**src/hw/rtl/sci_mul.sv**
```systemverilog
module sci_mul #(
    parameter int WA = 33,
    parameter int WB = 33
) (
    input  logic                      i_clk,
    input  logic                      i_en,
    input  logic signed [WA-1:0]      i_a,
    input  logic signed [WB-1:0]      i_b,
    output logic signed [WA+WB-1:0]   o_p
);

    localparam int HA = WA / 2;
    localparam int HB = WB / 2;
    localparam int WP = WA + WB;

    logic [WA-1:0]         r_ma;
    logic [WB-1:0]         r_mb;
    logic [3:0]            r_sg;
    logic [HA+HB-1:0]      r_pll;
    logic [HA+WB-HB-1:0]   r_plh;
    logic [WA-HA+HB-1:0]   r_phl;
    logic [WP-HA-HB-1:0]   r_phh;
    logic [WP-1:0]         r_s0;
    logic [WP-1:0]         r_s1;
    logic [WP-1:0]         r_sum;
    logic signed [WP-1:0]  r_p;

    // magnitudes, then half-width partial products, then a two level sum, then the sign restored
    always_ff @(posedge i_clk) begin
        if (i_en) begin
            r_ma  <= i_a[WA-1] ? $unsigned(-i_a) : $unsigned(i_a);
            r_mb  <= i_b[WB-1] ? $unsigned(-i_b) : $unsigned(i_b);
            r_sg  <= {r_sg[2:0], i_a[WA-1] ^ i_b[WB-1]};
            r_pll <= r_ma[HA-1:0] * r_mb[HB-1:0];
            r_plh <= r_ma[HA-1:0] * r_mb[WB-1:HB];
            r_phl <= r_ma[WA-1:HA] * r_mb[HB-1:0];
            r_phh <= r_ma[WA-1:HA] * r_mb[WB-1:HB];
            r_s0  <= WP'(r_pll) + (WP'(r_phl) << HA);
            r_s1  <= (WP'(r_plh) << HB) + (WP'(r_phh) << (HA + HB));
            r_sum <= r_s0 + r_s1;
            r_p   <= $signed(r_sg[3] ? (~r_sum + 1'b1) : r_sum);
        end
    end

    assign o_p = r_p;

endmodule

```
**config.mk**
```make
export PLATFORM = sky130hd
export DESIGN_NAME = sci_mul
export DESIGN_NICKNAME = d
export VERILOG_FILES = /design/src/hw/rtl/sci_mul.sv
export SDC_FILE = /design/constraint.sdc
export NUM_CORES = 2
export LEC_CHECK = 0
export ABC_CLOCK_PERIOD_IN_PS = 8300
export BUFFER_PORTS_ARGS = -buffer_cell sky130_fd_sc_hd__buf_2
export CORE_MARGIN = 1
export CORE_UTILIZATION = 65
export CTS_CLUSTER_DIAMETER = 40
export DETAILED_ROUTE_END_ITERATION = 10
export PLACE_DENSITY_LB_ADDON = 0.2
export SYNTH_ARGS = -nofsm -noshare
export SYNTH_HDL_FRONTEND = slang
export SYNTH_SLANG_ARGS = --single-unit
```
**constraint.sdc**
```tcl
create_clock -name i_clk -period 8.3 [get_ports i_clk]
set_clock_uncertainty 0.05 [all_clocks]
set_input_delay 1.245 -clock i_clk [delete_from_list [all_inputs] [get_ports i_clk]]
set_output_delay 1.245 -clock i_clk [all_outputs]
set_load 0.03 [all_outputs]
```
**After elaboration in Yosys (flattened, before gate mapping)**

Cells that the tools add are included.

- Multiply operators: 4
- $add $sub $neg: 6
- Multiplexer cells: 3
- Bitwise gates (word level): 2

Operator list:

| operator | count |
|---|---|
| $add A49 B66 Y66 | 1 |
| $add A66 B1 Y66 const B | 1 |
| $add A66 B66 Y66 | 1 |
| $mux W66 | 1 |
| $neg A33 Y33 | 2 |
| $not A66 Y66 | 1 |
| $mux W32 | 2 |
| $add A32 B49 Y50 | 1 |
| $mul A17 B17 Y34 | 1 |
| $mul A16 B17 Y33 | 1 |
| $mul A17 B16 Y33 | 1 |
| $mul A16 B16 Y32 | 1 |
| $xor A1 B1 Y1 | 1 |

- Bits of input ports: 68
- Output and inout port bits: 66
- Word-level logic and storage cells: 28
- Register bits after elaboration: 466

**Logic depth before layout (Yosys ltp)**

- Depth in word-level cells: 3
- Depth in mapped cells: 25
- Gate-level depth less buffers: 24

**Worst setup path before layout**

No wires, ideal clock.

- Kind: register -> register
- Start: register r_ma[11]
- End: register r_pll[29] (data pin)
- Setup slack: 1.958 ns
- Required time: 7.988 ns
- Stages on the path, launching flop included: 22
- Clock period less this slack: 6.342 ns
- Buffers on the path: 1
- Setup time: 0.262 ns
- Arrival time: 6.031 ns
- Cells stage by stage: edfxtp_1 clkbuf_1 nand2_1 fa_1 fa_1 inv_1 fa_1 inv_1 fa_1 fa_1 fa_1 inv_1 ha_1 a21oi_1 nor3b_1 o21ai_0 a31oi_1 nor2b_1 a2111oi_0 nor2_1 a211oi_1 xnor2_1

- Word-level cells in the longest chain between the ends: 1

RTL lines:

| what | line | source |
|---|---|---|
| start: declaration | 16 | `logic [WA-1:0] r_ma;` |
| start signal: assignment | 31 | `r_ma <= i_a[WA-1] ? $unsigned(-i_a) : $unsigned(i_a);` |
| $mul A16 B16 Y32 | 34 | `r_pll <= r_ma[HA-1:0] * r_mb[HB-1:0];` |
| end signal: assignment | 34 |  |
| end: declaration | 19 | `logic [HA+HB-1:0] r_pll;` |

No other way between the ends.
A chain may end at the register's enable or synchronous reset.

**Worst setup path in the final report**

- Start: register r_ma[3]
- End: register r_pll[29] (data pin)

The elaborated chain is that of the path after synthesis.

==> reports/qor.yml <==
floorplan:
  dieArea_mm2: 0.0863
  fp.coreArea_mm2: 0.0840
  die-width_um: 294
  ios: 134
  initial_core_util: 0.659
  fp.dieH_um: 294
  placementRows: 106
routing:
  wl_per_cell_um: 18.9
  drt_first_pass_iters: 6
  drt_wl_total_um: 129000
  vias_per_cell: 5.69
  ant_nets: 0
  vias: 38693
  drt_iter0_drc: 2685
  drc: 0
layout:
  antenna_cells: 0
  drive_above_1_share: 0.0683
  syn_to_final_growth_pct: 8.06
  nets: 7009
sta:
  fmax_mhz: 133
  min_period_ns: 7.50
  slew_headroom: 0.114
  hold_violations: 0
  tightestPinTransition_ns: 1.33
  slew_violations: 0
  setup-tns-final_ns: 0
  setup_viol: 0
  rsz0062_at_grt: "no"
  min_period_over_period: 0.904
setup_path:
  r2r_setup_slack_ns: 0.80
  crit_top_cell: "fa_1"
  slowest_delay_ns: 1.20
  regToRegEndpoint: "r_pll[29]$_DFFE_PP_"
  r2r_cells: 21
  worstPathArrival_ns: 7.79
  start_kind: "flop"
  worst_path_max_delay_cell: "edfxtp_1"
  cp-startpoint: "r_ma[3]$_DFFE_PP_"
  crit_chain: "buf_4, nand2_1, fa_1, fa_1, inv_1, ha_1, inv_1, fa_1, fa_1, fa_1, inv_1, ha_1, a21oi_1, nor3b_1, o21ai_0, a31oi_1, nor2b_1, a2111oi_0, nor2_1, a211oi_1, xnor2_1"
  crit_fanout: 19
  r2r_start: "r_ma[3]$_DFFE_PP_"
  critPathCapture: "r_pll[29]$_DFFE_PP_"
  end_kind: "flop"
  required_ns: 8.59
  path_class: "reg -> reg"
clock_tree:
  cts_sinks: 434
  ctsHoldBuffers: 0
  post_cts_buffers: 0
  clock_latency_ns: 0.63
  cts_resized: 0
  clockBufferDepth: 3
  htreeDepth: 3
  tritoncts: "done"
  cts_made_buffers: 70
  path_clk_slew_ns: 0.05
  cts-root-buf: "clkbuf_16"
grt:
  grt_max_degree: 186
  antenna_found_initial: 2
  gr-total-overflow: 0
  grt_pass1_wl_um: 210000
  grt_pass1_vias: 39716
  track_usage: 0.313
logic_synthesis:
  synth-edff-count: 434
  synth-main-ff-cell: "edfxtp_1"
  netlist_instances: 5522
  synth_nets: 6919
  netlist_area_mm2: 0.0553
  synth_area_per_cell_um2: 10.0
  seq_area_frac_synth: 0.236
  synthDistinctLibCells: 66
  synth-async-reset-ratio: 0
  ys_ff_latch: 434
  yosysWarnings: 0
worst_hold_path:
  hp-start: "r_s0[13]$_DFFE_PP_"
  hold_path.class: "reg -> reg"
place:
  dp_hpwl_um: 101000
  io_buffer_count: 133
  gp_congestion: 0.945
run:
  drv_cap: 0
run_status:
  outcome: "finished, final reports clean"
worst min-delay path by stage:
| stage | endpoint | cells after the start | slack (ns) |
|---|---|---|---|
| 2_1_floorplan | r_s0[0]$_DFFE_PP_ | 0 | 0.35 |
| 3_3_place_gp | r_sg[3]$_DFFE_PP_ | 0 | 0.35 |
| 3_5_place_dp | r_s0[0]$_DFFE_PP_ | 0 | 0.35 |
| 4_1_cts | r_sum[13]$_DFFE_PP_ | 0 | 0.36 |
| 5_1_grt | r_s0[0]$_DFFE_PP_ | 0 | 0.37 |
| 6_report | r_sum[13]$_DFFE_PP_ | 0 | 0.36 |
Yosys cell counts (all sizes together), types with 70 or more instances:
cell / number / share of area
clkbuf: 228 / 0.015
fa: 837 / 0.30
o21ai: 126 / 0.011
nand2: 717 / 0.049
xnor2: 266 / 0.042
ha: 492 / 0.11
xor2: 70 / 0.011
nor2: 124 / 0.0084
a21oi: 138 / 0.012
inv: 992 / 0.067
and2: 533 / 0.060
a21o: 90 / 0.012
edfxtp: 434 / 0.24
final cells by class:
class                           count  area (um2)
Multi-Input combinational cell   3868       37700
Fill cell                        6144       24200
Sequential cell                   434       13000
Inverter                          992        3720
Clock buffer                       75        1770
Timing Repair Buffer              246        1560
Tap cell                         1134        1420
Clock inverter                     52         557
state kept, by name, indices dropped and copies added (netlist names):
| signal | flops |
|---|---|
| o_p | 66 |
| r_sum | 66 |
| r_s0 | 50 |
| r_s1 | 50 |
| r_phh | 34 |
| r_ma | 33 |
| r_mb | 33 |
| r_phl | 33 |
| r_plh | 33 |
| r_pll | 32 |
| r_sg | 4 |
cells by family after synthesis:
group	count (synthesis)	synth area share
XOR/XNOR	336	0.0532
buffers and inverters	1220	0.0828
AO/OA/AOI/OAI	560	0.0658
flip-flops	434	0.236
AND/OR/NAND/NOR	1640	0.148
multiplexers	3	0.000543
adder cells (fa/ha/maj)	1329	0.414
cell usage in the layout, fill, tap and decap left out, drive strengths merged, types with 4 or more instances in the layout:
master	Yosys	final
and3	17	17
nand2	717	717
o21ai	126	126
and2	533	533
o21a	21	21
nor2b	27	27
and4	8	8
o31a	4	4
ha	492	492
fa	837	837
clkinv	0	24
edfxtp	434	434
a21o	90	90
or2	8	8
a21boi	8	8
inv	992	1008
nor2	124	124
o41ai	22	22
nand4	27	27
nand3	45	45
o211a	4	4
xnor2	266	266
nand2b	39	39
nor3b	10	10
o21bai	19	19
or3	16	16
buf	0	246
o211ai	13	13
a211oi	12	12
or4	25	25
clkbuf	228	75
a221oi	5	5
xor2	70	70
a21oi	138	138
a31oi	14	14
clkinvlp	0	9
nor3	28	28
nor4	8	8
o31ai	46	46
through the flow:
step                      area, um2  setup slack (ns)  hold WS, ns  instances  utilization
after floorplan               55300              1.96        0.350       5522            -
after global placement        57400             0.988        0.352       6674        0.684
after detailed placement      57400             0.878        0.355       6674        0.684
after CTS                     59800             0.867        0.364       6801        0.712
after global routing          59800             0.423        0.370       6801        0.712
final                         59800             0.799        0.360       6801        0.712
routing by layer:
layer  track usage  part of all wire  vias to the layer above
li1              -                 -                    17681
met1         0.443              0.43                    19139
met5             0           0.00010                        -
met2         0.490              0.45                     1668
met3        0.0708             0.098                      203
met4        0.0847             0.026                        2
critical path, delay by kind of cell (launching register included):
family	cells	cell delay, ns
and+or+nand+nor	4	0.59
buffers and inverters	4	0.55
DFF	1	1.20
adders and majority gates	7	3.01
xor gates and xnor gates	1	0.12
AOI/OAI and AO/OA	5	1.71
Power is not shown: default switching activity piles up to over one toggle a cycle in this logic, so the estimate is an artifact.
