File: config.mk
export PLATFORM = sky130hd
export DESIGN_NAME = sci_div_cell
export DESIGN_NICKNAME = d
export VERILOG_FILES = /design/src/hw/rtl/sci_pkg.sv /design/src/hw/rtl/sci_div_cell.sv
export SDC_FILE = /design/constraint.sdc
export NUM_CORES = 1
export LEC_CHECK = 0
export BUFFER_PORTS_ARGS = -buffer_cell sky130_fd_sc_hd__buf_4
export CAP_MARGIN = 40
export CORE_AREA = 2 2 580 582
export CTS_CLUSTER_DIAMETER = 60
export DETAILED_ROUTE_END_ITERATION = 16
export DIE_AREA = 0 0 582 584
export HOLD_SLACK_MARGIN = 0.05
export PLACE_DENSITY_LB_ADDON = 0.08
export SYNTH_ARGS = -nofsm -noshare
export SYNTH_HDL_FRONTEND = slang
export SYNTH_SLANG_ARGS = --single-unit
File: constraint.sdc
create_clock -name i_clk -period 7.44 [get_ports i_clk]
set_input_delay 0.744 -clock i_clk [delete_from_list [all_inputs] [get_ports i_clk]]
set_output_delay 0.744 -clock i_clk [all_outputs]
set_load 0.05 [all_outputs]
File: src/hw/rtl/sci_pkg.sv
package sci_pkg;

    // coordinate, difference and quadratic coefficient widths
    localparam int W_C   = 32;
    localparam int W_R2  = 31;
    localparam int W_D   = 33;
    localparam int W_V   = 67;
    // discriminant and its integer root
    localparam int W_Q   = 136;
    localparam int W_RT  = W_Q / 2;
    // rounding numerator and quotient
    localparam int W_N   = 102;
    localparam int W_QT  = 32;
    // pipelined multiplier depth
    localparam int MUL_LAT = 5;

    localparam int IN_W  = 224;
    localparam int OUT_W = 72;
    localparam int RES_W = 66;

    // per-item context carried down the pipe
    typedef struct packed {
        logic signed [W_C-1:0] sx;
        logic signed [W_C-1:0] sy;
        logic signed [W_D-1:0] dx;
        logic signed [W_D-1:0] dy;
        logic signed [W_V-1:0] a;
        logic signed [W_V-1:0] h;
        logic signed [W_V-1:0] c;
        logic signed [W_V-1:0] e;
        logic signed [W_V-1:0] ah;
        logic                  far_ok;
        logic                  found;
    } t_ctx;

endpackage

File: src/hw/rtl/sci_div_cell.sv
module sci_div_cell import sci_pkg::*; #(
    parameter int K = 0
) (
    input  logic              i_clk,
    input  logic              i_rst_n,
    input  logic              i_en,
    input  logic              i_v,
    input  logic [W_N-1:0]    i_rem_x,
    input  logic [W_N-1:0]    i_rem_y,
    input  logic [W_QT-1:0]   i_qx,
    input  logic [W_QT-1:0]   i_qy,
    input  t_ctx              i_ctx,
    output logic              o_v,
    output logic [W_N-1:0]    o_rem_x,
    output logic [W_N-1:0]    o_rem_y,
    output logic [W_QT-1:0]   o_qx,
    output logic [W_QT-1:0]   o_qy,
    output t_ctx              o_ctx
);

    logic [W_N-1:0]  den;
    logic            ge_x;
    logic            ge_y;
    logic            r_v;
    logic [W_N-1:0]  r_rem_x;
    logic [W_N-1:0]  r_rem_y;
    logic [W_QT-1:0] r_qx;
    logic [W_QT-1:0] r_qy;
    t_ctx            r_ctx;

    // divisor 2a aligned to quotient bit K, shared by both lanes
    assign den  = W_N'($unsigned(i_ctx.a)) << (K + 1);
    assign ge_x = (i_rem_x >= den);
    assign ge_y = (i_rem_y >= den);

    always_ff @(posedge i_clk) begin
        if (!i_rst_n) begin
            r_v <= 1'b0;
        end else if (i_en) begin
            r_v <= i_v;
        end
    end

    always_ff @(posedge i_clk) begin
        if (i_en) begin
            r_rem_x <= ge_x ? (i_rem_x - den) : i_rem_x;
            r_rem_y <= ge_y ? (i_rem_y - den) : i_rem_y;
            r_qx    <= i_qx | (W_QT'(ge_x) << K);
            r_qy    <= i_qy | (W_QT'(ge_y) << K);
            r_ctx   <= i_ctx;
        end
    end

    assign o_v     = r_v;
    assign o_rem_x = r_rem_x;
    assign o_rem_y = r_rem_y;
    assign o_qx    = r_qx;
    assign o_qy    = r_qy;
    assign o_ctx   = r_ctx;

endmodule

; After elaboration in Yosys (flattened, before gate mapping)
; Cells that the tools add are included.
[word_totals]
output_inout_bits = 736
register_bits = 736
wordCells = 24
input_bits = 739
[op_classes]
add_sub_neg = 2
n_bitwise = 2
muxes = 2
magnitude_cmp = 2
[ops]
columns = op, n
row1 = greater-or-equal comparator 102 x 68 -> 1 bit, 2
row2 = 2-to-1 mux 102 bit, 2
row3 = subtractor 102 x 68 -> 102 bit, 2
row4 = bitwise OR 32 x 1 -> 32 bit, 2

; Logic depth before layout (Yosys ltp)
[depth]
depth_word = 2
depth_mapped = 15
mapped_depth_nobuf = 13

; Worst setup path before layout
; Ideal clock, no wire load.
[synth_path]
path_kind = input to register
start = input port i_rem_y[1]
end = register r_rem_y[101] (netlist: o_rem_y[101]) (data pin)
setup_slack_ns = 3.532
cell_stages = 13
required_time_ns = 7.174
n_path_buf = 0
t_arrival_ns = 3.642
setup_time_ns = 0.266
path_cell_list = inv_1 > ha_1 > fa_1 > nand2b_1 > a211oi_1 > o211ai_1 > o21ai_0 > a31oi_1 > o311ai_2 > a31oi_2 > o2111ai_2 > nor3_1 > xor2_1
[synth_between]
elab_chain_len = 2
elab_cells_between_ends = 3
classes_between = 1 x add/sub / 1 x order compare / 1 x mux
[synth_rtl]
columns = item, line_no
row1 = from (decl), sci_div_cell.sv:9  ; input logic [W_N-1:0] i_rem_y,
row2 = subtractor 102 x 68 -> 102 bit or greater-or-equal comparator 102 x 68 -> 1 bit (tied branches), "sci_div_cell.sv:47, sci_div_cell.sv:34"
row3 = 2-to-1 mux 102 bit *, sci_div_cell.sv:47  ; r_rem_y <= ge_y ? (i_rem_y - den) : i_rem_y;
row4 = to (signal assigned), sci_div_cell.sv:47
row5 = to (decl), sci_div_cell.sv:26  ; logic [W_N-1:0] r_rem_y;
; Mark *: on every way between the ends. The rest lies on a longest branch, timed or not.
; A chain may end at the register's enable or synchronous reset.

; Final worst setup path
[layout_path]
start = input port i_ctx[326] in the netlist's numbering
end = register r_rem_y[88] (netlist: o_rem_y[88]) (data pin)
[layout_between]
elab_chain_len = 2
elab_cells_between_ends = 3
classes_between = 1 x add/sub / 1 x order compare / 1 x mux
[layout_rtl]
columns = item, line_no
row1 = from (decl), sci_div_cell.sv:12  ; input t_ctx i_ctx,
row2 = subtractor 102 x 68 -> 102 bit or greater-or-equal comparator 102 x 68 -> 1 bit (tied branches), "sci_div_cell.sv:47, sci_div_cell.sv:34"
row3 = 2-to-1 mux 102 bit *, sci_div_cell.sv:47
; Marks and branches as above.

==> results.py <==
metrics = {
    "sta": {
        "period_share_pct": 73.0,
        "slew_headroom_pct": 26.0,
        "setup-tns-final_ns": 0,
        "finalHoldViolCount": 0,
        "tightest_slew_ns": 1.11,
        "setup_viol": 0,
        "fin_skew_ns": 0,
        "final_max_slew_viol_count": 0,
        "rsz0062_at_grt": "false",
        "max_freq_mhz": 184,
        "finalWorstSetupSlack_ns": 2.01,
        "layout_min_cycle_time_ns": 5.43,
    },
    "outcome": {
        "status": "finished clean",
    },
    "finish": {
        "stdcell_area_um2": 61500,
        "drive_above_1_share_pct": 36.6,
        "nFillCells": 36800,
        "final-instance-count-excl-fill": 9380,
        "num-nets-final": 5694,
        "seq_area_um2": 22100,
        "multi_input_area_um2": 11500,
        "areaGrowthSynthToFinish_pct": 78.6,
    },
    "worst_hold_path": {
        "hold_path_depth": 1,
        "hp-class": "in -> reg",
    },
    "yosys": {
        "synth_cell_type_count": 88,
        "syn_nets": 3598,
        "synth_edf_count": 735,
        "ys_warn_count": 0,
        "async_flop_share_pct": 0,
        "ys_ff_latch": 736,
        "synth_area_um2": 34400,
        "synth_ff_type": "edfxtp_1",
        "synthCells": 2723,
        "syn_area_per_cell_um2": 12.6,
        "seq_area_frac_synth_pct": 64.2,
    },
    "critical_path": {
        "end_kind": "register",
        "worstPathRequired_ns": 7.98,
        "worstSetupPathType": "in -> reg",
        "cp.arrival_ns": 5.97,
        "rr_worst_depth": 3,
        "critPathLaunchType": "input pin",
        "worst-path-max-fanout": 41,
    },
    "detailed_routing": {
        "drt_wl_total_um": 295000,
        "dr.pass1.iters": 5,
        "ant_nets": 0,
        "num_vias": 32600,
        "detail_route.vias_per_cell": 3.48,
        "post_drt_wl_per_cell_um": 31.5,
        "drtIter0Drc": 1802,
        "drc": 0,
    },
    "global_route": {
        "grt_max_degree": 132,
        "grt_pass1_wl_um": 371000,
        "track_usage_pct": 16.7,
        "antenna_found_initial": 174,
        "grt_pass1_vias": 33900,
        "grt-ovfl-total": 0,
    },
    "placed_design": {
        "dp_cells": 8525,
        "gp_congestion": 0.811,
        "dp_slack_ns": 1.54,
        "dpl_cell_area_um2": 51000,
        "portBuffers": 1474,
        "dpl.hpwl_um": 252000,
    },
    "cts": {
        "clockRootBuffer": "clkbuf_16",
        "clkLatencyLatePin_ns": 0.86,
        "htree_levels": 4,
        "cts_tree": "done",
        "cts_made_buffers": 156,
        "clockBufferDepth": 4,
        "clock-sinks": 736,
        "clkSlewWorstSetupHoldPaths_ns": 0.05,
    },
    "die": {
        "rows": 212,
        "die_y_um": 584,
        "floorplan.initialDensity_pct": 10.3,
        "die-area_um2": 340000,
        "ios": 1475,
        "coreArea_um2": 333000,
        "die_w_um": 582,
    },
    "pwr": {
        "total_power_mw": 16.8,
        "power_leakage_nw": 24.1,
        "peakVddDrop_mv": 0.135,
        "powerDensity_nw_per_um2": 273,
    },
    "run": {
        "max_cap_viol_count": 0,
    },
}
[cell usage after synthesis, types with 9 or more instances]
library cell | instances | share of area, %
and2_1 | 12 | 0.22
mux2_2 | 9 | 0.29
nand2b_1 | 21 | 0.38
a211oi_1 | 15 | 0.33
a21oi_1 | 301 | 4.4
nor3_1 | 53 | 0.77
nand2_1 | 176 | 1.9
clkbuf_1 | 66 | 0.72
edfxtp_1 | 735 | 64
or4_1 | 13 | 0.28
nor4_1 | 35 | 0.64
nor2b_1 | 13 | 0.24
inv_1 | 115 | 1.3
ha_1 | 134 | 4.9
xor2_1 | 89 | 2.3
o21ai_0 | 110 | 1.6
a31oi_1 | 17 | 0.31
a21o_1 | 55 | 1.2
xnor2_1 | 107 | 2.7
and3_1 | 9 | 0.16
nand3_1 | 37 | 0.54
a21boi_0 | 12 | 0.26
o211ai_1 | 14 | 0.31
o21bai_1 | 40 | 0.87
nand4_1 | 70 | 1.3
or3_1 | 29 | 0.53
nor2_1 | 241 | 2.6
buf_2 | 31 | 0.45
o21a_1 | 22 | 0.48
or2_2 | 10 | 0.18
[routing by layer]
layer	part of all wire (%)	global-route usage, %
met1	38	18.1
met2	52	31.0
met3	6.4	4.62
met4	3.5	5.12
met5	0.14	0
[critical path, stage by stage]
cell and delay (ns):
dlygate4sd3_1 0.56, buf_4 0.12, inv_1 0.14, ha_1 0.52, nand4_1 0.20, nor3_1 0.64
nor4b_1 0.75, nand2_1 0.15, o211ai_2 0.43, a21o_4 0.50, and3_1 0.30, nor4b_1 0.73
xor2_1 0.15
[layout make-up]
cell class                 count  share of cell area [%]
antenna                       55                   0.224
clock buffer                 182                    6.56
clock inverter                95                    1.80
inverter                     115                   0.702
multi-input combinational   1769                    18.7
sequential                   736                    35.9
tap                         4387                    8.93
timing repair buffer        2041                    27.2
[layout by cell type (no fill, tap or decap), drive strengths merged, types with 8 or more instances in the layout]
master and instances:
o2111ai 9, a21boi 14, edfxtp 735, clkinv 58
bufinv 18, ha 134, o211ai 15, clkbuf 182
nor2 241, o21a 22, xnor2 107, xor2 89
mux2 9, a211oi 17, a21o 55, inv 129
nand4 70, o21bai 40, buf 1516, nor3 57
and3 9, or3 29, nor2b 13, or4 15
o31ai 8, a21oi 303, diode 55, or2 11
a31oi 19, nand2 176, dlygate4sd3 523, nor4 37
o21ai 110, nand3 39, and2 12, nand2b 21
[what timing repair did]
action                    CTS  global route
buffers inserted            0             0
hold buffers              523             0
hold endpoints to repair  522             0
resized for setup           0             0
[where the power goes]
part	total [mW]	switching (mW)	internal (mW)
Sequential	5.23	0.173	5.06
Combinational	4.31	3.00	1.31
Clock	7.24	2.73	4.52
Total	16.8	5.90	10.9
[cells by family (layout without fill, tap and decap cells)]
group | Yosys count | in the layout | synth area share, %
compound gates | 668 | 668 | 12.1
xor+xnor | 196 | 196 | 4.99
other cells | 0 | 55 | 0
fa+ha+maj | 136 | 136 | 4.99
buf+inv | 218 | 2433 | 2.55
simple gates | 759 | 759 | 10.9
mux | 10 | 10 | 0.323
flops | 736 | 736 | 64.2
[registers in the layout, indices dropped and copies added, names as in the netlist]
register / flops
o_rem_x: 102
o_ctx: 467
o_v: 1
o_qx: 32
o_rem_y: 102
o_qy: 32
[final timing paths]
kind,startpoint,endpoint,slack [ns]
setup reg to reg,o_v,o_v,6.24
hold / removal,i_qy[21],o_qy[21],0.14
setup / recovery,i_ctx[326],o_rem_y[88],2.01
hold reg to reg,o_v,o_v,1.12
[per-stage QoR]
stage	util, %	hold WS, ns
4_1_cts	18.4	0.0514
2_1_floorplan	-	0.743
6_report	18.5	0.144
3_5_place_dp	15.3	0.573
3_3_place_gp	15.3	0.560
5_1_grt	18.5	0.0957
(Power assumes the default switching activity.)
