===== config.mk =====
export PLATFORM = sky130hd
export DESIGN_NAME = sci_sqrt_cell
export DESIGN_NICKNAME = d
export VERILOG_FILES = /design/src/hw/rtl/sci_pkg.sv /design/src/hw/rtl/sci_sqrt_cell.sv
export SDC_FILE = /design/constraint.sdc
export NUM_CORES = 1
export LEC_CHECK = 0
export BUFFER_PORTS_ARGS = -buffer_cell sky130_fd_sc_hd__buf_4
export CORE_AREA = 10 10 520 522
export CTS_BUF_LIST = sky130_fd_sc_hd__clkbuf_16
export CTS_CLUSTER_DIAMETER = 50
export DETAILED_ROUTE_END_ITERATION = 6
export DIE_AREA = 0 0 530 532
export SLEW_MARGIN = 25
export SYNTH_ARGS = -nofsm -noshare
export SYNTH_HDL_FRONTEND = slang
export SYNTH_SLANG_ARGS = --single-unit
export TNS_END_PERCENT = 1

===== constraint.sdc =====
create_clock -name i_clk -period 4.33 [get_ports i_clk]
set_input_delay 0.2165 -clock i_clk [delete_from_list [all_inputs] [get_ports i_clk]]
set_output_delay 0.2165 -clock i_clk [all_outputs]
set_load 0.1 [all_outputs]

===== src/hw/rtl/sci_pkg.sv =====
package sci_pkg;

    // coordinate, difference and quadratic coefficient widths
    localparam int W_C   = 32;
    localparam int W_R2  = 31;
    localparam int W_D   = 33;
    localparam int W_V   = 67;
    // discriminant and its integer root
    localparam int W_Q   = 136;
    localparam int W_RT  = W_Q / 2;
    // rounding numerator and quotient
    localparam int W_N   = 102;
    localparam int W_QT  = 32;
    // pipelined multiplier depth
    localparam int MUL_LAT = 5;

    localparam int IN_W  = 224;
    localparam int OUT_W = 72;
    localparam int RES_W = 66;

    // per-item context carried down the pipe
    typedef struct packed {
        logic signed [W_C-1:0] sx;
        logic signed [W_C-1:0] sy;
        logic signed [W_D-1:0] dx;
        logic signed [W_D-1:0] dy;
        logic signed [W_V-1:0] a;
        logic signed [W_V-1:0] h;
        logic signed [W_V-1:0] c;
        logic signed [W_V-1:0] e;
        logic signed [W_V-1:0] ah;
        logic                  far_ok;
        logic                  found;
    } t_ctx;

endpackage


===== src/hw/rtl/sci_sqrt_cell.sv =====
module sci_sqrt_cell import sci_pkg::*; #(
    parameter int K = 0
) (
    input  logic              i_clk,
    input  logic              i_rst_n,
    input  logic              i_en,
    input  logic              i_v,
    input  logic [W_Q-1:0]    i_rem,
    input  logic [W_RT-1:0]   i_root,
    input  t_ctx              i_ctx,
    output logic              o_v,
    output logic [W_Q-1:0]    o_rem,
    output logic [W_RT-1:0]   o_root,
    output t_ctx              o_ctx
);

    logic [W_Q-1:0]  trial;
    logic            ge;
    logic            r_v;
    logic [W_Q-1:0]  r_rem;
    logic [W_RT-1:0] r_root;
    t_ctx            r_ctx;

    // try root bit K: (R + 2^K)^2 - R^2 against the remainder
    assign trial = (W_Q'(i_root) << (K + 1)) | (W_Q'(1) << (2 * K));
    assign ge    = (i_rem >= trial);

    always_ff @(posedge i_clk) begin
        if (!i_rst_n) begin
            r_v <= 1'b0;
        end else if (i_en) begin
            r_v <= i_v;
        end
    end

    always_ff @(posedge i_clk) begin
        if (i_en) begin
            r_rem  <= ge ? (i_rem - trial) : i_rem;
            r_root <= i_root | (W_RT'(ge) << K);
            r_ctx  <= i_ctx;
        end
    end

    assign o_v    = r_v;
    assign o_rem  = r_rem;
    assign o_root = r_root;
    assign o_ctx  = r_ctx;

endmodule


-- Word-level counts from Yosys, hierarchy flattened
Cells that the tools add are included.
- mux-type cells: 1
- divide/modulo/power cells: 0
- order comparisons: 1
- reductions and logical operators: 0
- bitwise operators: 1
- $add $sub $neg: 1
- shift operators: 0
- equality and inequality tests: 0
- multipliers: 0
- operator list (cell ; count):
    $ge 136x69->1 ; 1
    $mux 136 ; 1
    $sub 136x69->136 ; 1
    $or 68x1->68 ; 1
- output and inout port bits: 672
- RAM bits: 0
- bits of input ports: 675
- memories kept: 0
- word-level logic and storage cells: 18
- latch bits: 0
- register bits: 672
- memory bits (read-only): 0

-- Depth between registers and ports, before layout
Gate-level depths: netlist of run 1.
- depth in word-level cells: 2
- depth in mapped cells: 14

-- Least setup slack after synthesis of run 1
No wires, ideal clock.
- kind: input to register
- start: input port i_root[2]
- end: register r_rem[103] (netlist: o_rem[103]) (data pin)
- path buffers: 0
- stages on the path: 12
- setup time: 0.258 ns
- arrival time: 2.881 ns
- path slack: 1.192 ns
- cells stage by stage: inv_1 ha_1 a21o_1 a221oi_4 o221ai_2 o31a_1 nor3_4 a211oi_1 o31ai_2 and3_1 or4b_1 xnor2_1
- longest elaborated chain between the ends: 2
- RTL lines (what ; RTL line ; RTL):
    from (decl) ; sci_sqrt_cell.sv:9 ; input logic [W_RT-1:0] i_root,
    $sub 136x69->136 / $ge 136x69->1 (equally long branches) ; sci_sqrt_cell.sv:38, sci_sqrt_cell.sv:26 ;
    $mux 136 (*) ; sci_sqrt_cell.sv:38 ; r_rem <= ge ? (i_rem - trial) : i_rem;
    to (signal assigned) ; sci_sqrt_cell.sv:38 ;
    to (decl) ; sci_sqrt_cell.sv:20 ; logic [W_Q-1:0] r_rem;
Every way passes the cells marked *; elsewhere a longest branch is shown, timed or not.
A chain may end at the register's enable or synchronous reset.

-- Final worst setup path of run 1
- start: input port i_rem[1]
- end: register r_rem[128] (netlist: o_rem[128]) (data pin)
- longest elaborated chain between the ends: 2
- RTL lines (what ; RTL line ; RTL):
    from (decl) ; sci_sqrt_cell.sv:8 ; input logic [W_Q-1:0] i_rem,
    $sub 136x69->136 / $ge 136x69->1 (equally long branches) ; sci_sqrt_cell.sv:38, sci_sqrt_cell.sv:26 ;
    $mux 136 (*) ; sci_sqrt_cell.sv:38 ;
Marks and branches as above.

==> run_results.csv, run 1 <==
group,metric,value,unit
synthesis,synth_most_common_cell,"edfxtp_1",
global_route,grt_max_degree,78,
worst_hold_path,hold_path_class,"primary input to register",
critical_path,crit_required,4820,ps
cells_and_area,area_delta_synth_final,96.7,%
placement,place_congestion,0.932,
cells_and_area,nFillCells,27900,
cts,cts_max_level,4,
synthesis,synth-edff-count,671,
synthesis,yosys-top-cells-count,"edfxtp_1 (671), a21oi_1 (157), nor2_1 (140)",
sta,period_needed,4180,ps
synthesis,synth_cells,1891,
placement,pre_cts_slack,-171,ps
synthesis,synth_top_area_share,72.6,%
drt,vias_per_cell,3.59,
cts,cts_tree,"done",
critical_path,crit_type,"primary input to register",
global_route,overflow,0,
sta,fmax,239,MHz
cts,path_clk_slew,50,ps
critical_path,path_max_fanout,7,
drt,first_pass_iters,6,
synthesis,synth_top_area_cell,"edfxtp_1",
cells_and_area,final_net_count,4901,
drt,post_drt_wl_per_cell,32.2,um
pwr,leakage,21.9,nW
sta,drv_slew,0,
cts,cts.sinks,672,
synthesis,avgSynthCellArea,14.7,um^2
global_route,grt.total_usage,16.7,%
synthesis,synth_seq_cells,672,
die,placementRows,187,
die,die_x,530,um
critical_path,crit_path_end_kind,"register",
pwr,irDropWorstVdd,0.323,mV
synthesis,synth.distinct_cells,82,
cts,clk_latency,780,ps
die,coreArea,259000,um^2
critical_path,cp.arrival,4670,ps
placement,port_buffers,1346,
run,drv_cap,0,
global_route,antenna_found_initial,109,
drt,detail_route.wirelength,248,mm
synthesis,ys_seq_area_share,72.6,%
die,die_area,282000,um^2
die,die_h,532,um
drt,drtIter0Drc,2297,
sta,timing.slew.headroom,34.5,%
critical_path,cp-start-kind,"primary input",
placement,hpwl,211,mm
pwr,p_per_area,492,nW/um^2
cells_and_area,drive_gt1_share,42.2,%
die,ios,1347,
synthesis,synth_area_leaders,"edfxtp_1 (73%), ha_1 (3.1%), a21oi_1 (2.8%)",
sta,finalSetupViolCount,0,
cts,clockBufferDepth,4,
pwr,p_total,26.9,mW
run_status,outcome,"finished, final reports clean",
sta,grt_setup_unrepaired,"true",
synthesis,syn_nets,2636,
sta,timing.final.ws_setup,149,ps
die,start_util,10.7,%
sta,final.setup.tns,0,ps
synthesis,synthArstFlopShare,0,%
drt,drc,0,
cts,cts_buffers,136,
synthesis,synthesis.area,27800,um^2
drt,ant_nets,0,
sta,fin_crit_sh,96.6,%
drt,via_count,27700,
sta,finalHoldViolations,0,
synthesis,yosysWarnings,0,
cts,cts_root_buf,"clkbuf_16",
global_route,grt_pass1_wl,312,mm
sta,tightest_slew,983,ps
global_route,first_global_vias,28600,
sta,skew,0,ps
synthesis,synthFlopType,"edfxtp_1",
where the power goes:
part | internal [mW] | switching, mW
Combinational | 1.96 | 6.23
Sequential | 7.85 | 0.291
Clock | 6.43 | 4.12
Total | 16.2 | 10.6
critical path, stage by stage:
cell and delay [ps]:
dlygate4sd3_1 550, buf_4 160, fa_1 510, a211oi_2 290, buf_4 170, o211ai_1 130, a221oi_2 380, buf_4 200
a21oi_1 90, buf_4 180, o211ai_4 190, buf_4 190, and3_4 230, nand4_1 110, buf_4 210, nor4_1 620
xor2_1 220
state kept, by name, indices dropped and copies added (netlist names):
name,flops
o_rem,136
o_root,68
o_v,1
o_ctx,467
final timing paths:
path | startpoint | to | slack [ps] | depth (start not counted)
setup / recovery | i_rem[1] | o_rem[128] | 150 | 17
hold / removal | i_rem[14] | o_rem[14] | 90 | 3
setup reg to reg | o_v | o_v | 3190 | 3
hold reg to reg | o_v | o_v | 1070 | 3
layout make-up:
type	count	area (um^2)	area share, %
clock buffers	140	3500	6.41
multi-input cells	1061	7010	12.8
inverters	96	360	0.660
clock inverters	102	940	1.72
repair buffers	2189	18300	33.4
diodes	48	120	0.220
well taps	3402	4260	7.79
flip-flops and latches	672	20200	36.9
kinds of logic (layout without fill, tap and decap cells):
logic type	count (synthesis)	after routing	share of synthesized area, %
compound gates	348	348	7.77
simple gates	495	495	9.32
other cells	0	48	0
buf+inv	158	2527	2.31
fa+ha+maj	70	70	3.18
mux	15	15	0.599
xor+xnor	133	133	4.19
flops	672	672	72.6
cells in the final DEF (no fill, tap or decap), types with 11 or more instances in the layout:
master         synthesis  final
inv_6                  0     27
and3_1                11     11
nor3_1                47     47
inv_1                 96    102
or3_1                 22     22
clkbuf_16              0    140
nand2_1               99     99
ha_1                  69     69
o21ai_0               63     63
edfxtp_1             671    671
mux2_2                13     13
a211oi_1              14     13
a21o_1                16     16
a21oi_1              157    157
o21bai_1              14     14
xor2_1                70     70
nand4_1               43     43
clkinvlp_4             0     17
buf_4                  1   1501
or4_1                 13     13
o21a_1                14     14
dlygate4sd3_1          0    677
nor4_1                22     20
clkinv_4               0     13
xnor2_1               63     63
nand3_1               36     36
nor4_2                10     12
nor2_1               140    140
clkinv_1               0     11
diode_2                0     48
routing by layer:
layer / wire [um] / vias up / track usage, %
met5: 124 / - / 0
met4: 6740 / 18 / 3.98
met3: 22500 / 336 / 5.70
met2: 127000 / 1573 / 30.4
met1: 91800 / 13900 / 18.5
li1: - / 11800 / -
timing repair:
item / 4_1_cts / 5_1_grt
setup endpoints to repair: 0 / 10
setup buffers: 0 / 0
hold endpoints to repair: 682 / 0
hold buffers: 677 / 0
resized for setup: 0 / 5
metrics by stage:
step	hold WS [ps]	std cells	util [%]	instance area, um^2
after floorplan	315	1891	-	27800
after CTS	35.9	7662	21.0	54500
after global routing	69.1	7692	21.1	54600
after detailed placement	396	6743	16.7	43200
final	89.7	7710	21.1	54600
after global placement	395	6743	16.7	43200
No activity file was read; power rests on OpenSTA's default activity.
==> run 2, diff against run 1 <==
--- a/config.mk
+++ b/config.mk
@@ -6,11 +6,11 @@
 export NUM_CORES = 1
 export LEC_CHECK = 0
 export BUFFER_PORTS_ARGS = -buffer_cell sky130_fd_sc_hd__buf_4
-export CORE_AREA = 10 10 520 522
+export CORE_AREA = 10 10 519 521
 export CTS_BUF_LIST = sky130_fd_sc_hd__clkbuf_16
 export CTS_CLUSTER_DIAMETER = 50
 export DETAILED_ROUTE_END_ITERATION = 6
-export DIE_AREA = 0 0 530 532
+export DIE_AREA = 0 0 529 531
 export SLEW_MARGIN = 25
 export SYNTH_ARGS = -nofsm -noshare
 export SYNTH_HDL_FRONTEND = slang
==> constraint.sdc (replaced) <==
create_clock -name i_clk -period 3.8 [get_ports i_clk]
set_input_delay 0.19 -clock i_clk [delete_from_list [all_inputs] [get_ports i_clk]]
set_output_delay 0.19 -clock i_clk [all_outputs]
set_load 0.1 [all_outputs]
==> run_results.csv, run 2 (synthesized netlist as in run 1, its figures left out) <==
group,metric,value,unit
run_status,outcome,"finished with violations",
run_status,violations,"negative setup slack",
die,die_x,529,um
die,die_area,281000,um^2
cells_and_area,multi_input_area,7000,um^2
cts,clk_latency,730,ps
global_route,grt_pass1_wl,313,mm
cts,cts_root_buf,"clkbuf_16",
sta,drv_slew,0,
sta,finalSetupViolCount,2,
cells_and_area,fin_util,21.7,%
sta,hold_ws,74.1,ps
critical_path,path_max_fanout,5,
drt,dr_wl_met2,126,mm
sta,period_needed,3930,ps
drt,highest_layer,"met5",
sta,finalHoldViolations,0,
global_route,overflow,0,
cells_and_area,area_delta_synth_final,102,%
drt,post_drt_wl_per_cell,31.5,um
drt,ant_nets,0,
worst_hold_path,worstHoldEndpoint,"o_rem[69]",
cells_and_area,final_net_count,5093,
placement,port_buffers,1346,
pwr,leakage,22.9,nW
die,coreArea,259000,um^2
sta,skew,0,ps
worst_hold_path,worstHoldPathCells,4,
drt,vias_per_cell,3.59,
pwr,p_total,31.0,mW
global_route,grt.total_usage,16.7,%
drt,drc,0,
critical_path,cp.arrival,4460,ps
cts,clockBufferDepth,4,
cells_and_area,nFillCells,27700,
sta,grt_setup_unrepaired,"true",
die,start_util,10.7,%
critical_path,crit_required,4330,ps
run,drv_cap,0,
drt,via_count,28400,
critical_path,regToRegStartpoint,"o_v",
drt,wl_met1,93.6,mm
placement,place_congestion,0.928,
cts,cts_buffers,139,
cts,postCtsSetupBuffers,0,
die,placementRows,187,
pwr,p_per_area,551,nW/um^2
cells_and_area,final_common_cell,"buf_4",
sta,tightest_slew,903,ps
cells_and_area,seqCellArea,20200,um^2
critical_path,cp-start-kind,"primary input",
sta,timing.final.ws_setup,-129,ps
die,die_h,531,um
drt,first_pass_iters,6,
global_route,antenna_found_initial,120,
global_route,grt_max_degree,72,
critical_path,r2r_cells,3,
pwr,irDropWorstVdd,0.430,mV
die,ios,1347,
sta,fmax,254,MHz
worst_hold_path,hold_path.startpoint,"i_rem[69]",
drt,wl_met3,21.0,mm
global_route,first_global_vias,29500,
cts,cts.sinks,672,
cells_and_area,drive_gt1_share,44.2,%
cells_and_area,largest_reg_flops,467,
cells_and_area,mostFrequentLayoutCells,"buf_4 (1676), dlygate4sd3_1 (684), edfxtp_1 (671), a21oi_1 (156)",
sta,timing.slew.headroom,39.2,%
worst_hold_path,hold_path_class,"primary input to register",
placement,place_area,44700,um^2
cells_and_area,final_area,56200,um^2
cts,cts_tree,"done",
critical_path,crit_path_end_kind,"register",
sta,fin_crit_sh,103,%
cts,path_clk_slew,50,ps
cts,cts_max_level,4,
placement,hpwl,212,mm
critical_path,crit_type,"primary input to register",
critical_path,ff2ff_setup_slack,2590,ps
critical_path,r2r-end,"o_v",
drt,detail_route.wirelength,248,mm
drt,drtIter0Drc,2189,
run 2: cell types whose count changed in the layout (fill, tap and decap cells not counted), moves of 3 or more:
| cell | before | now |
|---|---|---|
| buf_4 | 1501 | 1676 |
| clkinv_1 | 11 | 15 |
| clkinvlp_4 | 17 | 8 |
| inv_1 | 102 | 107 |
| clkinv_8 | 1 | 4 |
| inv_6 | 27 | 17 |
| inv_8 | 9 | 4 |
| dlygate4sd3_1 | 677 | 684 |
| bufinv_16 | 7 | 12 |
| buf_12 | 10 | 17 |
run 2: worst max-delay path: stages:
cell	delay (ps)
buf_4	120
ha_1	450
buf_4	210
nand4_1	160
nor4_1	270
buf_4	210
o21ai_0	80
a21oi_1	580
buf_4	270
o211ai_4	110
buf_4	160
nand4_4	130
nand4_1	170
buf_4	210
nor3_1	160
o2111ai_2	210
xnor2_1	180
dlygate4sd3_1	570
run 2: per-stage QoR:
step | instances | setup TNS [ps] | setup WS (ps)
after floorplan | 1891 | 0 | 688
after global placement | 6925 | -35360 | -626
after detailed placement | 6925 | -39230 | -623
after CTS | 7847 | 0 | 15.6
after global routing | 7877 | -129 | -75.9
final | 7893 | -190 | -129
run 2: metal layers:
layer / GRT usage, % / up-vias
met1: 18.9 / 14300
met5: 0 / -
met4: 4.47 / 20
li1: - / 12200
met3: 5.51 / 359
met2: 30.2 / 1534
run 2: area by class of cell:
cell class	count	share of cell area [%]
tap	3402	7.57
antenna	46	0.205
clock buffer	140	6.23
clock inverter	98	1.78
multi-input combinational	1061	12.5
timing repair buffer	2378	35.2
inverter	96	0.641
sequential	672	35.9
run 2: what timing repair did:
action | 4_1_cts | 5_1_grt
hold endpoints to repair | 699 | 0
gates resized for setup | 0 | 6
hold buffers | 684 | 0
endpoints found under the setup margin | 0 | 7
run 2: power breakdown:
group / switching [mW] / internal, mW / leakage (nW)
clock: 4.50 / 7.60 / 2.23
combinational: 7.17 / 2.41 / 14.1
sequential: 0.335 / 8.95 / 6.58
run 2: how the worst max path moves through the flow:
stage,start,end,slack [ps],depth (start not counted)
finish,i_rem[16],o_rem[106],-130,18
global route,i_root[55],o_rem[106],-80,18
CTS,i_root[58],o_rem[106],20,18
detailed placement,i_root[15],o_rem[94],-620,18
global placement,i_root[0],o_rem[15],-630,16
floorplan,i_root[2],o_rem[103],690,12
==> run 3, diff against run 2 <==
--- a/config.mk
+++ b/config.mk
@@ -6,11 +6,12 @@
 export NUM_CORES = 1
 export LEC_CHECK = 0
 export BUFFER_PORTS_ARGS = -buffer_cell sky130_fd_sc_hd__buf_4
-export CORE_AREA = 10 10 519 521
+export CORE_AREA = 2 2 526 528
 export CTS_BUF_LIST = sky130_fd_sc_hd__clkbuf_16
 export CTS_CLUSTER_DIAMETER = 50
 export DETAILED_ROUTE_END_ITERATION = 6
-export DIE_AREA = 0 0 529 531
+export DIE_AREA = 0 0 528 530
+export PLACE_DENSITY = 0.35
 export SLEW_MARGIN = 25
 export SYNTH_ARGS = -nofsm -noshare
 export SYNTH_HDL_FRONTEND = slang
==> run_results.csv, run 3 (synthesized netlist as in run 1, its figures left out) <==
group,metric,value,unit
run_status,outcome,"finished with violations",
run_status,violations,"negative hold slack",
sta,grt_setup_unrepaired,"true",
drt,post_drt_wl_per_cell,28.1,um
pwr,p_comb_share,29.9,%
placement,port_buffers,1346,
pwr,irDropWorstVdd,0.373,mV
global_route,grt.total_usage,15.3,%
critical_path,crit_path_start,"i_root[8]",
cells_and_area,seqCellArea,20200,um^2
placement,pre_cts_slack,-603,ps
cts,cts_tree,"done",
cells_and_area,final_common_cell,"buf_4",
critical_path,regToRegStartpoint,"o_v",
sta,timing.final.ws_setup,126,ps
sta,drv_slew,0,
sta,timing.slew.headroom,48.8,%
cts,cts_max_level,4,
cells_and_area,final_net_count,4989,
cells_and_area,largest_reg_flops,467,
cts,cts_root_buf,"clkbuf_16",
global_route,first_global_vias,28000,
drt,drtIter0Drc,1591,
critical_path,crit_path_end_kind,"register",
die,placementRows,193,
die,coreArea,275000,um^2
cts,cts_hold_buf,675,
cells_and_area,mostFrequentLayoutCells,"buf_4 (1584), dlygate4sd3_1 (675), edfxtp_1 (671), a21oi_1 (156), clkbuf_16 (144)",
cells_and_area,drive_gt1_share,43.2,%
sta,period_needed,3670,ps
pwr,power_switching,12.0,mW
critical_path,cp-start-kind,"primary input",
pwr,p_clk_share,40.4,%
pwr,internal-power,19.1,mW
drt,vias_per_cell,3.39,
pwr,p_per_area,559,nW/um^2
global_route,antenna_found_initial,79,
pwr,p_seq_share,29.7,%
critical_path,crit_type,"primary input to register",
cells_and_area,fin_cells,7989,
drt,via_count,27100,
die,die_x,528,um
sta,fin_crit_sh,96.7,%
critical_path,ff2ff_setup_slack,2660,ps
pwr,swShare,38.6,%
cts,cts_buffers,142,
sta,hold_ws,-217,ps
placement,dp_cells,7032,
sta,finalHoldViolations,1,
sta,fmax,272,MHz
sta,tightest_slew,769,ps
cts,clockBufferDepth,4,
cells_and_area,area_delta_synth_final,101,%
die,ios,1347,
cts,clk_latency,760,ps
critical_path,crit_required,4340,ps
drt,first_pass_iters,5,
worst_hold_path,hold_path_class,"primary input to register",
drt,ant_nets,0,
critical_path,r2r-end,"o_v",
cells_and_area,nFillCells,30000,
cells_and_area,multi_input_area,7060,um^2
sta,finalSetupViolCount,0,
global_route,grt_max_degree,96,
pwr,p_total,31.1,mW
cts,path_clk_slew,50,ps
critical_path,r2r_cells,3,
die,die_h,530,um
critical_path,cp.arrival,4210,ps
drt,drc,0,
placement,hpwl,188,mm
pwr,leakage,22.4,nW
global_route,grt_pass1_wl,284,mm
critical_path,path_max_fanout,12,
run,drv_cap,0,
die,start_util,10.1,%
die,die_area,280000,um^2
drt,detail_route.wirelength,224,mm
sta,skew,0,ps
placement,place_congestion,0.891,
critical_path,critPathCapture,"o_rem[113]",
cts,cts.sinks,672,
global_route,overflow,0,
[run 3: cell types whose count changed in the layout (fill, tap and decap cells not counted), sizes merged]
cell / previous run / this run
clkbuf: 140 / 144
clkinvlp: 8 / 10
inv: 129 / 131
buf: 1694 / 1596
dlygate4sd3: 684 / 675
clkinv: 45 / 46
diode: 46 / 34
bufinv: 12 / 13
[run 3: stage by stage]
stage	area (um^2)	hold WS (ps)	TNS (ps)	util, %
global route	55700	-275	-415	20.3
CTS	55600	-322	0	20.2
finish	55700	-217	0	20.3
floorplan	27800	289	0	-
global placement	44200	369	-17110	16.1
detailed placement	44200	369	-18840	16.1
[run 3: final cells by class]
class	instances	share of cell area [%]
diodes	34	0.153
clock inverters	104	1.91
multi-input cells	1061	12.7
flip-flops and latches	672	36.2
well taps	3607	8.10
clock buffers	144	6.47
repair buffers	2271	33.9
inverters	96	0.647
[run 3: worst min-delay path by stage]
stage	startpoint	endpoint	cells past startpoint
finish	i_rem[1]	o_rem[1]	2
global placement	i_ctx[174]	o_ctx[174]	1
CTS	i_rem[1]	o_rem[1]	2
floorplan	i_ctx[0]	o_ctx[0]	0
detailed placement	i_ctx[174]	o_ctx[174]	1
global route	i_rem[1]	o_rem[1]	2
[run 3: power by group through the flow]
stage	Combinational, mW	Sequential, mW	Clock (mW)
finish	9.31	9.25	12.6
CTS	9.45	9.26	13.0
global route	9.59	9.31	13.2
global placement	8.76	9.39	0
floorplan	0.819	14.0	0
detailed placement	8.73	9.36	0
[run 3: worst max-delay path: stages]
cell           delay, ps
dlygate4sd3_1        580
buf_4                150
inv_1                 40
ha_1                 430
and3_1               270
and3_1               210
a2bb2oi_2            210
a31oi_1              190
buf_12               180
o31ai_1              220
buf_4                160
a21oi_1               80
buf_4                180
o21ai_0              170
buf_4                180
nand4_4              270
nor4_2               390
xor2_1               110
[run 3: layer usage]
metal | GRT usage (%) | vias to the layer above | routed length, um
met5 | 0 | - | 199
li1 | - | 12000 | -
met3 | 3.27 | 306 | 13000
met2 | 28.0 | 1187 | 116000
met4 | 4.69 | 30 | 7190
met1 | 17.6 | 13600 | 87700
[run 3: timing repair]
action                     CTS  global route
setup buffers                0             0
setup endpoints to repair    0            37
hold endpoints to repair   703             1
gates resized for setup      0            14
